File: config.mk
export PLATFORM = sky130hd
export DESIGN_NAME = dram_timing_from_spd_flat
export DESIGN_NICKNAME = d
export VERILOG_FILES = /design/src/hdl/spdt_pkg.sv /design/src/hdl/spdt_channels.sv /design/src/hdl/dram_timing_from_spd.sv /design/src/hdl/spdt_queue.sv /design/src/hdl/spdt_front.sv /design/src/hdl/spdt_back.sv /design/src/flat_wrapper.sv
export SDC_FILE = /design/constraint.sdc
export NUM_CORES = 1
export LEC_CHECK = 0
export BUFFER_PORTS_ARGS = -buffer_cell sky130_fd_sc_hd__buf_4
export CORE_MARGIN = 2
export CORE_UTILIZATION = 40
export DETAILED_ROUTE_END_ITERATION = 8
export PLACE_DENSITY_LB_ADDON = 0.15
export RECOVER_POWER = 50
export SLEW_MARGIN = 20
export SYNTH_ARGS = -nofsm -noshare
export SYNTH_HDL_FRONTEND = slang
export SYNTH_HIERARCHICAL = 1
export SYNTH_SLANG_ARGS = --single-unit
export TNS_END_PERCENT = 1
File: constraint.sdc
create_clock -name clock -period 5.8 [get_ports clock]
set_clock_uncertainty 0.1 [all_clocks]
set_input_delay 1.16 -clock clock [delete_from_list [all_inputs] [get_ports clock]]
set_output_delay 1.16 -clock clock [all_outputs]
set_load 0.01 [all_outputs]
File: src/hdl/spdt_pkg.sv
// Shared types, constants and helper functions of the SPD timing converter.
package spdt_pkg;

   // Field and datapath widths
   localparam int BYTE_W  = 8;
   localparam int TRFC_W  = 16;
   localparam int CYC_W   = 10;
   localparam int CL_W    = 6;
   localparam int DIV_W   = 16;
   localparam int DEN_W   = CYC_W + 2;
   localparam int CNT_W   = $clog2(DIV_W);
   localparam int CSR_W   = CYC_W;

   // Configuration reset values
   localparam logic [CYC_W-1:0] DRAM_CYCLE_RST  = 10'd500;
   localparam logic [CL_W-1:0]  CAS_LATENCY_RST = 6'd30;

   // Configuration register indexes
   localparam logic CSR_DRAM_CYCLE  = 1'b0;
   localparam logic CSR_CAS_LATENCY = 1'b1;

   // Clamp limits of the controller fields
   localparam logic [4:0] QTR_LO    = 5'd2;
   localparam logic [4:0] QTR_HI6   = 5'd6;
   localparam logic [4:0] QTR_HI5   = 5'd5;
   localparam logic [4:0] TRAS_LO   = 5'd5;
   localparam logic [4:0] TRAS_HI   = 5'd20;
   localparam logic [6:0] TRFC_MIN  = 7'd8;
   localparam logic [6:0] TRFC_MAX  = 7'd71;
   localparam logic [5:0] TRFC_LOW_CODE = 6'd56;
   localparam logic [1:0] TRTP_2T_MAX   = 2'd2;
   localparam logic [TRFC_W-1:0] TRFC_EXT_256NS = 16'd25600;

   // CAS latency limits and encode thresholds, tenths of a cycle
   localparam logic [CL_W-1:0] CL_MIN  = 6'd20;
   localparam logic [CL_W-1:0] CL_30   = 6'd30;
   localparam logic [CL_W-1:0] CL_40   = 6'd40;
   localparam logic [CL_W-1:0] CL_MAX  = 6'd50;

   // Running maxima of one set of sockets
   typedef struct packed {
      logic [BYTE_W-1:0] trp;
      logic [BYTE_W-1:0] trcd;
      logic [BYTE_W-1:0] tras;
      logic [TRFC_W-1:0] trfc;
      logic [BYTE_W-1:0] trrd;
      logic [BYTE_W-1:0] twr;
      logic [BYTE_W-1:0] twtr;
      logic [BYTE_W-1:0] trtp;
   } max_set_type;

   typedef struct packed {
      logic [CYC_W-1:0] dram_cycle;
      logic [CL_W-1:0]  cas_latency;
   } cfg_type;

   typedef struct packed {
      logic [1:0] cl_code;
      logic [2:0] trp_code;
      logic [2:0] trcd_code;
      logic [3:0] tras_code;
      logic [5:0] trfc_code;
      logic [1:0] trrd_code;
      logic [2:0] twr_code;
      logic [1:0] twtr_code;
      logic       trtp_long;
   } result_type;

   // Status of the queue, read by front and back
   typedef struct packed {
      logic full;
      logic empty;
   } queue_status_type;

   typedef enum logic [2:0] {
      OP_TRP, OP_TRCD, OP_TRAS, OP_TRFC, OP_TRRD, OP_TWR, OP_TWTR, OP_TRTP
   } op_type;

   typedef enum logic [2:0] {
      B_IDLE, B_LOAD, B_DIV, B_STORE, B_DONE
   } back_state_type;

   // Fractional part of the refresh extension, hundredths of a ns
   function automatic logic [6:0] trfc_frac(input logic [2:0] code);
      logic [6:0] f;
      case (code)
         3'd1:    f = 7'd25;
         3'd2:    f = 7'd33;
         3'd3:    f = 7'd50;
         3'd4:    f = 7'd66;
         3'd5:    f = 7'd75;
         default: f = 7'd0;
      endcase
      return f;
   endfunction

   // Multiply a byte by 100 with shifts and adds
   function automatic logic [14:0] times_100(input logic [BYTE_W-1:0] b);
      logic [14:0] w;
      w = {7'd0, b};
      return (w << 6) + (w << 5) + (w << 2);
   endfunction

   // Refresh time in hundredths of a ns, extension included
   function automatic logic [TRFC_W-1:0] trfc_time(input logic [BYTE_W-1:0] b,
                                                   input logic [BYTE_W-1:0] ext);
      logic [TRFC_W-1:0] t;
      t = {1'b0, times_100(b)} + {9'd0, trfc_frac(ext[3:1])};
      if (ext[0]) begin
         t = t + TRFC_EXT_256NS;
      end
      return t;
   endfunction

   // Clamp a cycle count to lo..hi and subtract lo
   function automatic logic [4:0] clamp_code(input logic [DIV_W-1:0] q,
                                             input logic [4:0] lo,
                                             input logic [4:0] hi);
      logic [4:0] v;
      if (q > {11'd0, hi}) begin
         v = hi;
      end else if (q < {11'd0, lo}) begin
         v = lo;
      end else begin
         v = q[4:0];
      end
      return v - lo;
   endfunction

   // Refresh field: capped at the maximum, special code below the minimum
   function automatic logic [5:0] trfc_encode(input logic [DIV_W-1:0] q);
      logic [6:0] v;
      if (q > {9'd0, TRFC_MAX}) begin
         v = TRFC_MAX - TRFC_MIN;
      end else if (q < {9'd0, TRFC_MIN}) begin
         v = {1'b0, TRFC_LOW_CODE};
      end else begin
         v = q[6:0] - TRFC_MIN;
      end
      return v[5:0];
   endfunction

   // CAS latency field, from a latency already saturated to its legal range
   function automatic logic [1:0] cl_encode(input logic [CL_W-1:0] cl);
      logic [1:0] c;
      if (cl >= CL_MAX) begin
         c = 2'd3;
      end else if (cl >= CL_40) begin
         c = 2'd2;
      end else if (cl >= CL_30) begin
         c = 2'd1;
      end else begin
         c = 2'd0;
      end
      return c;
   endfunction

endpackage

File: src/hdl/spdt_channels.sv
// Request and response channel interfaces of the SPD timing converter.
interface spdt_req_if;
   import spdt_pkg::*;
   logic              valid;
   logic              ready;
   logic              present;
   logic [BYTE_W-1:0] trp_byte;
   logic [BYTE_W-1:0] trcd_byte;
   logic [BYTE_W-1:0] tras_byte;
   logic [BYTE_W-1:0] trfc_byte;
   logic [BYTE_W-1:0] trfc_ext_byte;
   logic [BYTE_W-1:0] trrd_byte;
   logic [BYTE_W-1:0] twr_byte;
   logic [BYTE_W-1:0] twtr_byte;
   logic [BYTE_W-1:0] trtp_byte;
   logic              last;

   modport source (output valid, present, trp_byte, trcd_byte, tras_byte, trfc_byte,
                   trfc_ext_byte, trrd_byte, twr_byte, twtr_byte, trtp_byte, last,
                   input ready);
   modport sink (input valid, present, trp_byte, trcd_byte, tras_byte, trfc_byte,
                 trfc_ext_byte, trrd_byte, twr_byte, twtr_byte, trtp_byte, last,
                 output ready);
endinterface

interface spdt_rsp_if;
   logic       valid;
   logic       ready;
   logic [1:0] cl_code;
   logic [2:0] trp_code;
   logic [2:0] trcd_code;
   logic [3:0] tras_code;
   logic [5:0] trfc_code;
   logic [1:0] trrd_code;
   logic [2:0] twr_code;
   logic [1:0] twtr_code;
   logic       trtp_long;

   modport source (output valid, cl_code, trp_code, trcd_code, tras_code, trfc_code,
                   trrd_code, twr_code, twtr_code, trtp_long, input ready);
   modport sink (input valid, cl_code, trp_code, trcd_code, tras_code, trfc_code,
                 trrd_code, twr_code, twtr_code, trtp_long, output ready);
endinterface

File: src/hdl/dram_timing_from_spd.sv
// Top level of the SPD to DRAM timing converter.
//
//   channel  direction  handshake      carries
//   req_bus  in         valid/ready    one socket: presence, SPD timing bytes, last
//   rsp_bus  out        valid/ready    one set of encoded controller timing fields
//   csr_*    in         write enable   dram_cycle (index 0), cas_latency (index 1)
//
// A present request without last is folded into the registered maxima.
// In the back end a set is popped, each of its eight timings then takes a load, 16 steps
// of the shared radix-2 divider and an encode step, and the output is loaded last.
// Up to two finished sets wait in the queue; req_bus stalls only when it is full.
// The output register holds a response while rsp_bus stalls. Reset is synchronous
// and clears maxima, queue and control; no clearing pass is needed.
module dram_timing_from_spd (
   input  logic                         clock,
   input  logic                         reset,
   spdt_req_if.sink                     req_bus,
   spdt_rsp_if.source                   rsp_bus,
   input  logic                         csr_wr_en,
   input  logic                         csr_index,
   input  logic [spdt_pkg::CSR_W-1:0]   csr_wr_data
);
   import spdt_pkg::*;

   cfg_type          cfg_ff, cfg_in;
   logic             push;
   logic             pop;
   max_set_type      push_data;
   max_set_type      head;
   queue_status_type q_status;

   // Write configuration registers
   always_comb begin
      cfg_in = cfg_ff;
      if (csr_wr_en) begin
         unique case (csr_index)
            CSR_DRAM_CYCLE:  cfg_in.dram_cycle  = csr_wr_data;
            CSR_CAS_LATENCY: cfg_in.cas_latency = csr_wr_data[CL_W-1:0];
            default:         cfg_in = cfg_ff;
         endcase
      end
   end

   always_ff @(posedge clock) begin
      if (reset) begin
         cfg_ff.dram_cycle  <= DRAM_CYCLE_RST;
         cfg_ff.cas_latency <= CAS_LATENCY_RST;
      end else begin
         cfg_ff <= cfg_in;
      end
   end

   spdt_front u_front (
      .clock     (clock),
      .reset     (reset),
      .req_bus   (req_bus),
      .q_status  (q_status),
      .push      (push),
      .push_data (push_data)
   );

   spdt_queue u_queue (
      .clock     (clock),
      .reset     (reset),
      .push      (push),
      .push_data (push_data),
      .pop       (pop),
      .head      (head),
      .status    (q_status)
   );

   spdt_back u_back (
      .clock     (clock),
      .reset     (reset),
      .cfg       (cfg_ff),
      .head      (head),
      .q_status  (q_status),
      .pop       (pop),
      .rsp_bus   (rsp_bus)
   );
endmodule

File: src/hdl/spdt_queue.sv
// Two-entry queue of finished maxima sets between front and back.
module spdt_queue (
   input  logic                     clock,
   input  logic                     reset,
   input  logic                     push,
   input  spdt_pkg::max_set_type    push_data,
   input  logic                     pop,
   output spdt_pkg::max_set_type    head,
   output spdt_pkg::queue_status_type status
);
   import spdt_pkg::*;

   max_set_type entry_ff [2];
   logic       wr_ptr_ff, wr_ptr_in;
   logic       rd_ptr_ff, rd_ptr_in;
   logic [1:0] count_ff, count_in;

   // Advance pointers and count
   always_comb begin
      wr_ptr_in = push ? ~wr_ptr_ff : wr_ptr_ff;
      rd_ptr_in = pop ? ~rd_ptr_ff : rd_ptr_ff;
      count_in  = count_ff + {1'b0, push} - {1'b0, pop};
   end

   always_ff @(posedge clock) begin
      if (reset) begin
         wr_ptr_ff <= 1'b0;
         rd_ptr_ff <= 1'b0;
         count_ff  <= 2'd0;
      end else begin
         wr_ptr_ff <= wr_ptr_in;
         rd_ptr_ff <= rd_ptr_in;
         count_ff  <= count_in;
      end
   end

   // Store pushed sets
   always_ff @(posedge clock) begin
      if (push) begin
         entry_ff[wr_ptr_ff] <= push_data;
      end
   end

   assign head         = entry_ff[rd_ptr_ff];
   assign status.full  = count_ff[1];
   assign status.empty = (count_ff == 2'd0);
endmodule

File: src/hdl/spdt_front.sv
// Front end: takes socket requests, keeps running maxima, hands off each set.
module spdt_front (
   input  logic                      clock,
   input  logic                      reset,
   spdt_req_if.sink                  req_bus,
   input  spdt_pkg::queue_status_type q_status,
   output logic                      push,
   output spdt_pkg::max_set_type     push_data
);
   import spdt_pkg::*;

   max_set_type max_ff, max_in;
   max_set_type upd;
   logic        accept;
   logic [TRFC_W-1:0] rfc;

   assign req_bus.ready = ~q_status.full;
   assign accept        = req_bus.valid & req_bus.ready;
   assign rfc           = trfc_time(req_bus.trfc_byte, req_bus.trfc_ext_byte);

   // Fold a present socket into the maxima
   always_comb begin
      upd = max_ff;
      if (accept && req_bus.present) begin
         if (req_bus.trp_byte > max_ff.trp)   upd.trp  = req_bus.trp_byte;
         if (req_bus.trcd_byte > max_ff.trcd) upd.trcd = req_bus.trcd_byte;
         if (req_bus.tras_byte > max_ff.tras) upd.tras = req_bus.tras_byte;
         if (rfc > max_ff.trfc)               upd.trfc = rfc;
         if (req_bus.trrd_byte > max_ff.trrd) upd.trrd = req_bus.trrd_byte;
         if (req_bus.twr_byte > max_ff.twr)   upd.twr  = req_bus.twr_byte;
         if (req_bus.twtr_byte > max_ff.twtr) upd.twtr = req_bus.twtr_byte;
         if (req_bus.trtp_byte > max_ff.trtp) upd.trtp = req_bus.trtp_byte;
      end
   end

   // Hand off the set on the last socket and clear the maxima
   always_comb begin
      push      = accept & req_bus.last;
      push_data = upd;
      max_in    = push ? '0 : upd;
   end

   always_ff @(posedge clock) begin
      if (reset) begin
         max_ff <= '0;
      end else begin
         max_ff <= max_in;
      end
   end
endmodule

File: src/hdl/spdt_back.sv
// Back end: converts a maxima set to cycle counts with a shared serial divider.
module spdt_back (
   input  logic                       clock,
   input  logic                       reset,
   input  spdt_pkg::cfg_type          cfg,
   input  spdt_pkg::max_set_type      head,
   input  spdt_pkg::queue_status_type q_status,
   output logic                       pop,
   spdt_rsp_if.source                 rsp_bus
);
   import spdt_pkg::*;

   back_state_type    state_ff, state_in;
   op_type            op_ff, op_in;
   logic [CNT_W-1:0]  cnt_ff, cnt_in;
   logic [DIV_W-1:0]  num_ff, num_in;
   logic [DEN_W-1:0]  rem_ff, rem_in;
   logic [DEN_W-1:0]  den_ff, den_in;
   max_set_type       set_ff, set_in;
   result_type        res_ff, res_in;
   result_type        out_ff, out_in;
   logic              out_valid_ff, out_valid_in;

   logic              out_free;
   logic              out_load;
   logic [CYC_W-1:0]  cyc;
   logic              quarter;
   logic [DIV_W-1:0]  dividend;
   logic [DEN_W-1:0]  den_sel;
   logic [DIV_W:0]    biased;
   logic [DEN_W:0]    trial;
   logic              ge;
   logic [CL_W-1:0]   cl;

   assign out_free = ~out_valid_ff | rsp_bus.ready;
   assign cyc      = (cfg.dram_cycle == '0) ? {{(CYC_W-1){1'b0}}, 1'b1} : cfg.dram_cycle;

   // Next state
   always_comb begin
      state_in = state_ff;
      unique case (state_ff)
         B_IDLE:  if (!q_status.empty) state_in = B_LOAD;
         B_LOAD:  state_in = B_DIV;
         B_DIV:   if (cnt_ff == CNT_W'(DIV_W - 1)) state_in = B_STORE;
         B_STORE: state_in = (op_ff == OP_TRTP) ? B_DONE : B_LOAD;
         B_DONE:  if (out_free) state_in = B_IDLE;
         default: state_in = B_IDLE;
      endcase
   end

   // State outputs
   always_comb begin
      pop      = 1'b0;
      out_load = 1'b0;
      unique case (state_ff)
         B_IDLE:  pop = ~q_status.empty;
         B_DONE:  out_load = out_free;
         default: begin
            pop      = 1'b0;
            out_load = 1'b0;
         end
      endcase
   end

   // Select the dividend and divisor of the current timing
   always_comb begin
      quarter  = 1'b1;
      dividend = '0;
      case (op_ff)
         OP_TRP:  dividend = {1'b0, times_100(set_ff.trp)};
         OP_TRCD: dividend = {1'b0, times_100(set_ff.trcd)};
         OP_TRAS: begin
            dividend = {1'b0, times_100(set_ff.tras)};
            quarter  = 1'b0;
         end
         OP_TRFC: begin
            dividend = set_ff.trfc;
            quarter  = 1'b0;
         end
         OP_TRRD: dividend = {1'b0, times_100(set_ff.trrd)};
         OP_TWR:  dividend = {1'b0, times_100(set_ff.twr)};
         OP_TWTR: dividend = {1'b0, times_100(set_ff.twtr)};
         OP_TRTP: dividend = {1'b0, times_100(set_ff.trtp)};
         default: dividend = '0;
      endcase
      den_sel = quarter ? {cyc, 2'b00} : {2'b00, cyc};
      // Ceiling division: bias the dividend by divisor minus one
      biased  = {1'b0, dividend} + {5'd0, den_sel} - {{DIV_W{1'b0}}, 1'b1};
   end

   // One restoring division step
   assign trial = {rem_ff, num_ff[DIV_W-1]};
   assign ge    = (trial >= {1'b0, den_ff});

   // CAS latency saturated to its legal range
   always_comb begin
      cl = cfg.cas_latency;
      if (cl < CL_MIN) cl = CL_MIN;
      if (cl > CL_MAX) cl = CL_MAX;
   end

   // Datapath next values
   always_comb begin
      op_in        = op_ff;
      cnt_in       = cnt_ff;
      num_in       = num_ff;
      rem_in       = rem_ff;
      den_in       = den_ff;
      set_in       = set_ff;
      res_in       = res_ff;
      out_in       = out_ff;
      out_valid_in = out_valid_ff & ~rsp_bus.ready;
      if (pop) begin
         set_in = head;
         op_in  = OP_TRP;
      end
      case (state_ff)
         B_LOAD: begin
            num_in = biased[DIV_W-1:0];
            rem_in = '0;
            den_in = den_sel;
            cnt_in = '0;
         end
         B_DIV: begin
            rem_in = ge ? DEN_W'(trial - {1'b0, den_ff}) : trial[DEN_W-1:0];
            num_in = {num_ff[DIV_W-2:0], ge};
            cnt_in = cnt_ff + CNT_W'(1);
         end
         B_STORE: begin
            case (op_ff)
               OP_TRP:  res_in.trp_code  = 3'(clamp_code(num_ff, QTR_LO, QTR_HI6));
               OP_TRCD: res_in.trcd_code = 3'(clamp_code(num_ff, QTR_LO, QTR_HI6));
               OP_TRAS: res_in.tras_code = 4'(clamp_code(num_ff, TRAS_LO, TRAS_HI));
               OP_TRFC: res_in.trfc_code = trfc_encode(num_ff);
               OP_TRRD: res_in.trrd_code = 2'(clamp_code(num_ff, QTR_LO, QTR_HI5));
               OP_TWR:  res_in.twr_code  = 3'(clamp_code(num_ff, QTR_LO, QTR_HI6));
               OP_TWTR: res_in.twtr_code = 2'(clamp_code(num_ff, QTR_LO, QTR_HI5));
               OP_TRTP: res_in.trtp_long = (num_ff > {14'd0, TRTP_2T_MAX});
               default: res_in = res_ff;
            endcase
            op_in = op_type'(op_ff + 3'd1);
         end
         default: begin
            num_in = num_ff;
         end
      endcase
      // Load the output register; it holds while the sink stalls
      if (out_load) begin
         out_in         = res_ff;
         out_in.cl_code = cl_encode(cl);
         out_valid_in   = 1'b1;
      end
   end

   always_ff @(posedge clock) begin
      if (reset) begin
         state_ff     <= B_IDLE;
         out_valid_ff <= 1'b0;
      end else begin
         state_ff     <= state_in;
         out_valid_ff <= out_valid_in;
      end
   end

   always_ff @(posedge clock) begin
      op_ff  <= op_in;
      cnt_ff <= cnt_in;
      num_ff <= num_in;
      rem_ff <= rem_in;
      den_ff <= den_in;
      set_ff <= set_in;
      res_ff <= res_in;
      out_ff <= out_in;
   end

   assign rsp_bus.valid     = out_valid_ff;
   assign rsp_bus.cl_code   = out_ff.cl_code;
   assign rsp_bus.trp_code  = out_ff.trp_code;
   assign rsp_bus.trcd_code = out_ff.trcd_code;
   assign rsp_bus.tras_code = out_ff.tras_code;
   assign rsp_bus.trfc_code = out_ff.trfc_code;
   assign rsp_bus.trrd_code = out_ff.trrd_code;
   assign rsp_bus.twr_code  = out_ff.twr_code;
   assign rsp_bus.twtr_code = out_ff.twtr_code;
   assign rsp_bus.trtp_long = out_ff.trtp_long;
endmodule

File: src/flat_wrapper.sv
// flat-port wrapper written by rule: the top's interface ports become plain ports
module dram_timing_from_spd_flat import spdt_pkg::*;
  (clock, reset, csr_wr_en, csr_index, csr_wr_data, req_bus_valid, req_bus_present, req_bus_trp_byte, req_bus_trcd_byte, req_bus_tras_byte, req_bus_trfc_byte, req_bus_trfc_ext_byte, req_bus_trrd_byte, req_bus_twr_byte, req_bus_twtr_byte, req_bus_trtp_byte, req_bus_last, req_bus_ready, rsp_bus_valid, rsp_bus_cl_code, rsp_bus_trp_code, rsp_bus_trcd_code, rsp_bus_tras_code, rsp_bus_trfc_code, rsp_bus_trrd_code, rsp_bus_twr_code, rsp_bus_twtr_code, rsp_bus_trtp_long, rsp_bus_ready);
  spdt_req_if req_bus_i ();
  spdt_rsp_if rsp_bus_i ();
  input  logic clock;
  input  logic reset;
  input  logic csr_wr_en;
  input  logic csr_index;
  input  logic [spdt_pkg::CSR_W-1:0] csr_wr_data;
  input wire logic [$bits(req_bus_i.valid)-1:0] req_bus_valid;
  input wire logic [$bits(req_bus_i.present)-1:0] req_bus_present;
  input wire logic [$bits(req_bus_i.trp_byte)-1:0] req_bus_trp_byte;
  input wire logic [$bits(req_bus_i.trcd_byte)-1:0] req_bus_trcd_byte;
  input wire logic [$bits(req_bus_i.tras_byte)-1:0] req_bus_tras_byte;
  input wire logic [$bits(req_bus_i.trfc_byte)-1:0] req_bus_trfc_byte;
  input wire logic [$bits(req_bus_i.trfc_ext_byte)-1:0] req_bus_trfc_ext_byte;
  input wire logic [$bits(req_bus_i.trrd_byte)-1:0] req_bus_trrd_byte;
  input wire logic [$bits(req_bus_i.twr_byte)-1:0] req_bus_twr_byte;
  input wire logic [$bits(req_bus_i.twtr_byte)-1:0] req_bus_twtr_byte;
  input wire logic [$bits(req_bus_i.trtp_byte)-1:0] req_bus_trtp_byte;
  input wire logic [$bits(req_bus_i.last)-1:0] req_bus_last;
  output wire logic [$bits(req_bus_i.ready)-1:0] req_bus_ready;
  output wire logic [$bits(rsp_bus_i.valid)-1:0] rsp_bus_valid;
  output wire logic [$bits(rsp_bus_i.cl_code)-1:0] rsp_bus_cl_code;
  output wire logic [$bits(rsp_bus_i.trp_code)-1:0] rsp_bus_trp_code;
  output wire logic [$bits(rsp_bus_i.trcd_code)-1:0] rsp_bus_trcd_code;
  output wire logic [$bits(rsp_bus_i.tras_code)-1:0] rsp_bus_tras_code;
  output wire logic [$bits(rsp_bus_i.trfc_code)-1:0] rsp_bus_trfc_code;
  output wire logic [$bits(rsp_bus_i.trrd_code)-1:0] rsp_bus_trrd_code;
  output wire logic [$bits(rsp_bus_i.twr_code)-1:0] rsp_bus_twr_code;
  output wire logic [$bits(rsp_bus_i.twtr_code)-1:0] rsp_bus_twtr_code;
  output wire logic [$bits(rsp_bus_i.trtp_long)-1:0] rsp_bus_trtp_long;
  input wire logic [$bits(rsp_bus_i.ready)-1:0] rsp_bus_ready;
  assign req_bus_i.valid = req_bus_valid;
  assign req_bus_i.present = req_bus_present;
  assign req_bus_i.trp_byte = req_bus_trp_byte;
  assign req_bus_i.trcd_byte = req_bus_trcd_byte;
  assign req_bus_i.tras_byte = req_bus_tras_byte;
  assign req_bus_i.trfc_byte = req_bus_trfc_byte;
  assign req_bus_i.trfc_ext_byte = req_bus_trfc_ext_byte;
  assign req_bus_i.trrd_byte = req_bus_trrd_byte;
  assign req_bus_i.twr_byte = req_bus_twr_byte;
  assign req_bus_i.twtr_byte = req_bus_twtr_byte;
  assign req_bus_i.trtp_byte = req_bus_trtp_byte;
  assign req_bus_i.last = req_bus_last;
  assign req_bus_ready = req_bus_i.ready;
  assign rsp_bus_valid = rsp_bus_i.valid;
  assign rsp_bus_cl_code = rsp_bus_i.cl_code;
  assign rsp_bus_trp_code = rsp_bus_i.trp_code;
  assign rsp_bus_trcd_code = rsp_bus_i.trcd_code;
  assign rsp_bus_tras_code = rsp_bus_i.tras_code;
  assign rsp_bus_trfc_code = rsp_bus_i.trfc_code;
  assign rsp_bus_trrd_code = rsp_bus_i.trrd_code;
  assign rsp_bus_twr_code = rsp_bus_i.twr_code;
  assign rsp_bus_twtr_code = rsp_bus_i.twtr_code;
  assign rsp_bus_trtp_long = rsp_bus_i.trtp_long;
  assign rsp_bus_i.ready = rsp_bus_ready;
  dram_timing_from_spd u_core (.clock(clock), .reset(reset), .req_bus(req_bus_i), .rsp_bus(rsp_bus_i), .csr_wr_en(csr_wr_en), .csr_index(csr_index), .csr_wr_data(csr_wr_data));
endmodule
==> flow_metrics.py <==
metrics = {
    "critical_path": {
        "path_cells": "buf_4, inv_1, fa_1, inv_1, fa_2, ha_4, a211oi_4, or4b_4, nand4_4, ha_2, inv_1, o211ai_1, xnor2_2, inv_2, ha_4, nand4_1, or4_4, a21o_1, a31oi_4, buf_4, mux2_4, and2b_1",
        "worstPathMaxFanout": 6,
        "crit_top_cell": "inv_1",
        "worst_setup_path_start_kind": "input pin",
        "arrival_ns": 6.06,
        "cpMaxStageDelayCell": "fa_1",
        "crit_buf_inv": 6,
        "endpoint_kind": "flop",
        "path_class": "in2reg",
        "cp_slowest_stage_delay_ns": 0.53,
        "cp.required_ns": 6.17,
        "crit_family": "adder cells",
    },
    "global_routing": {
        "grt_overflow": 0,
        "antenna_found_initial": 0,
        "grt_max_degree": 67,
        "grt_pass1_vias": 14770,
        "grtUsageTotal_pct": 16.22,
        "grt_pass1_wl_um": 78160,
    },
    "clocking": {
        "cts_htree_levels": 2,
        "tritoncts": "yes",
        "root_buffer": "clkbuf_16",
        "clkTransAtPathRegs_ns": 0.06,
        "insertion_delay_ns": 0.57,
        "cts_buffer_depth": 3,
        "numClockSinks": 409,
        "postCtsHoldBufs": 0,
        "numCtsBuffers": 46,
    },
    "placement": {
        "dp_slack_ns": -0.4717,
        "portBuffers": 113,
        "gp_routability_congestion": 0.9100,
        "hpwlAfterDp_um": 36760,
        "place_area_um2": 25380,
    },
    "detailed_routing": {
        "drc": 0,
        "firstDrtPassIters": 5,
        "wl_um": 49160,
        "vias": 14750,
        "drt_iter0_markers": 882,
        "wl_per_cell_um": 16.89,
        "routed_via_density": 5.067,
        "ant_nets": 0,
    },
    "sta": {
        "slew_headroom_pct": -104.2,
        "finalCritPeriodShare_pct": 98.15,
        "fin_ws_ns": 0.1075,
        "fmax_mhz": 175.7,
        "rsz0062_at_grt": "true",
        "tightest_slew_ns": 3.063,
        "finalHoldViolCount": 0,
        "tns_ns": 0,
        "slew_viol_final": 140,
        "post-route-min-period_ns": 5.693,
        "setup_viol": 0,
    },
    "cells_and_area": {
        "fin_nets": 2470,
        "fill_cells": 5438,
        "diodes": 0,
        "layout_common_cells": "313 x edfxtp_1, 226 x ha_1, 198 x inv_1",
        "fin_area_um2": 26550,
        "area_growth_pct": 12.99,
        "drive_gt1_share_pct": 15.48,
        "layout_commonest_cell": "edfxtp_1",
    },
    "outcome": {
        "violations": "max-capacitance violations, max-slew violations",
        "status": "finished with violations",
    },
    "synth": {
        "syn-cell-area_um2": 23500,
        "postSynthNetCount": 2304,
        "avgSynthCellArea_um2": 12.11,
        "ys.warnings.count": 6,
        "synthCells": 1941,
    },
    "floorplan": {
        "dieHeight_um": 246.4,
        "initial_core_util_pct": 40.58,
        "die_area_um2": 60710,
        "core_area_um2": 57920,
        "io_pins": 118,
        "die_w_um": 246.4,
        "row_count": 88,
    },
    "worst_hold_path": {
        "hold_class": "reg2reg",
    },
    "flow_run": {
        "drv_cap": 4,
    },
    "pwr": {
        "vdd_drop_max_mv": 0.3763,
        "power_leakage_nw": 10.35,
        "powerDensity_nw_per_um2": 620.0,
    },
}
==> routing by layer <==
layer,vias up,share of wire [%],global-route usage (%)
li1,7322,-,-
met1,7101,46,21.38
met2,256,48,27.64
met3,66,4.1,2.549
met4,0,2.2,4.394
met5,-,0,0
==> final timing paths <==
check                                              start                            endpoint  slack, ns  cells past startpoint
worst max-delay path                req_bus_trfc_byte[0]           u_core/u_front/max_ff[45]       0.11                     22
worst min-delay path            u_core/u_back/res_ff[13]  u_core/u_back/rsp_bus.trfc_code[5]       0.32                      0
worst max register to register    u_core/u_back/op_ff[2]            u_core/u_back/num_ff[14]       0.67                     18
worst min register to register  u_core/u_back/res_ff[13]  u_core/u_back/rsp_bus.trfc_code[5]       0.32                      0
==> power by group <==
group	leakage [nW]	switching (mW)	total [mW]	internal (mW)
combinational	6.09	5.12	9.15	4.02
sequential	3.58	0.476	4.60	4.12
clock	0.688	1.16	2.72	1.56
==> area by class of cell <==
| type | instances | area (µm²) | share of cell area (%) |
|---|---|---|---|
| Clock buffer | 65 | 1284 | 4.835 |
| Multi-Input combinational cell | 1275 | 10900 | 41.06 |
| Timing Repair Buffer | 176 | 1199 | 4.514 |
| Clock inverter | 21 | 141.4 | 0.5325 |
| Inverter | 199 | 747.0 | 2.813 |
| Sequential cell | 409 | 11320 | 42.64 |
| Tap cell | 765 | 957.2 | 3.605 |
==> flip-flops by register name (all words and copies together) (netlist names), 4 cells and up, named ones only <==
name	flops
u_core/u_back/num_ff	16
u_core/u_back/cnt_ff	4
u_core/u_back/set_ff	72
u_core/u_back/rem_ff	12
u_core/u_back/den_ff	12
u_core/cfg_ff	15
u_core/u_back/rsp_bus.trfc_code	6
u_core/u_front/max_ff	72
u_core/u_back/res_ff	24
u_core/u_back/rsp_bus.tras_code	4
u_core/u_queue/entry_ff	144
==> repair_timing <==
action / CTS / global route
buffers inserted: 0 / 5
endpoints found under the setup margin: 0 / 48
resized for setup: 0 / 19
==> stage by stage <==
stage | hold WS [ns] | std cells | util [%] | total power, mW
floorplan | 0.3003 | 1941 | - | 11.66
global placement | 0.3066 | 2819 | 43.81 | 13.70
detailed placement | 0.3045 | 2819 | 43.81 | 13.88
CTS | 0.3179 | 2905 | 46.28 | 16.70
global route | 0.3214 | 2910 | 45.85 | 17.82
finish | 0.3167 | 2910 | 45.85 | 16.46
No activity file was read; power rests on OpenSTA's default activity.
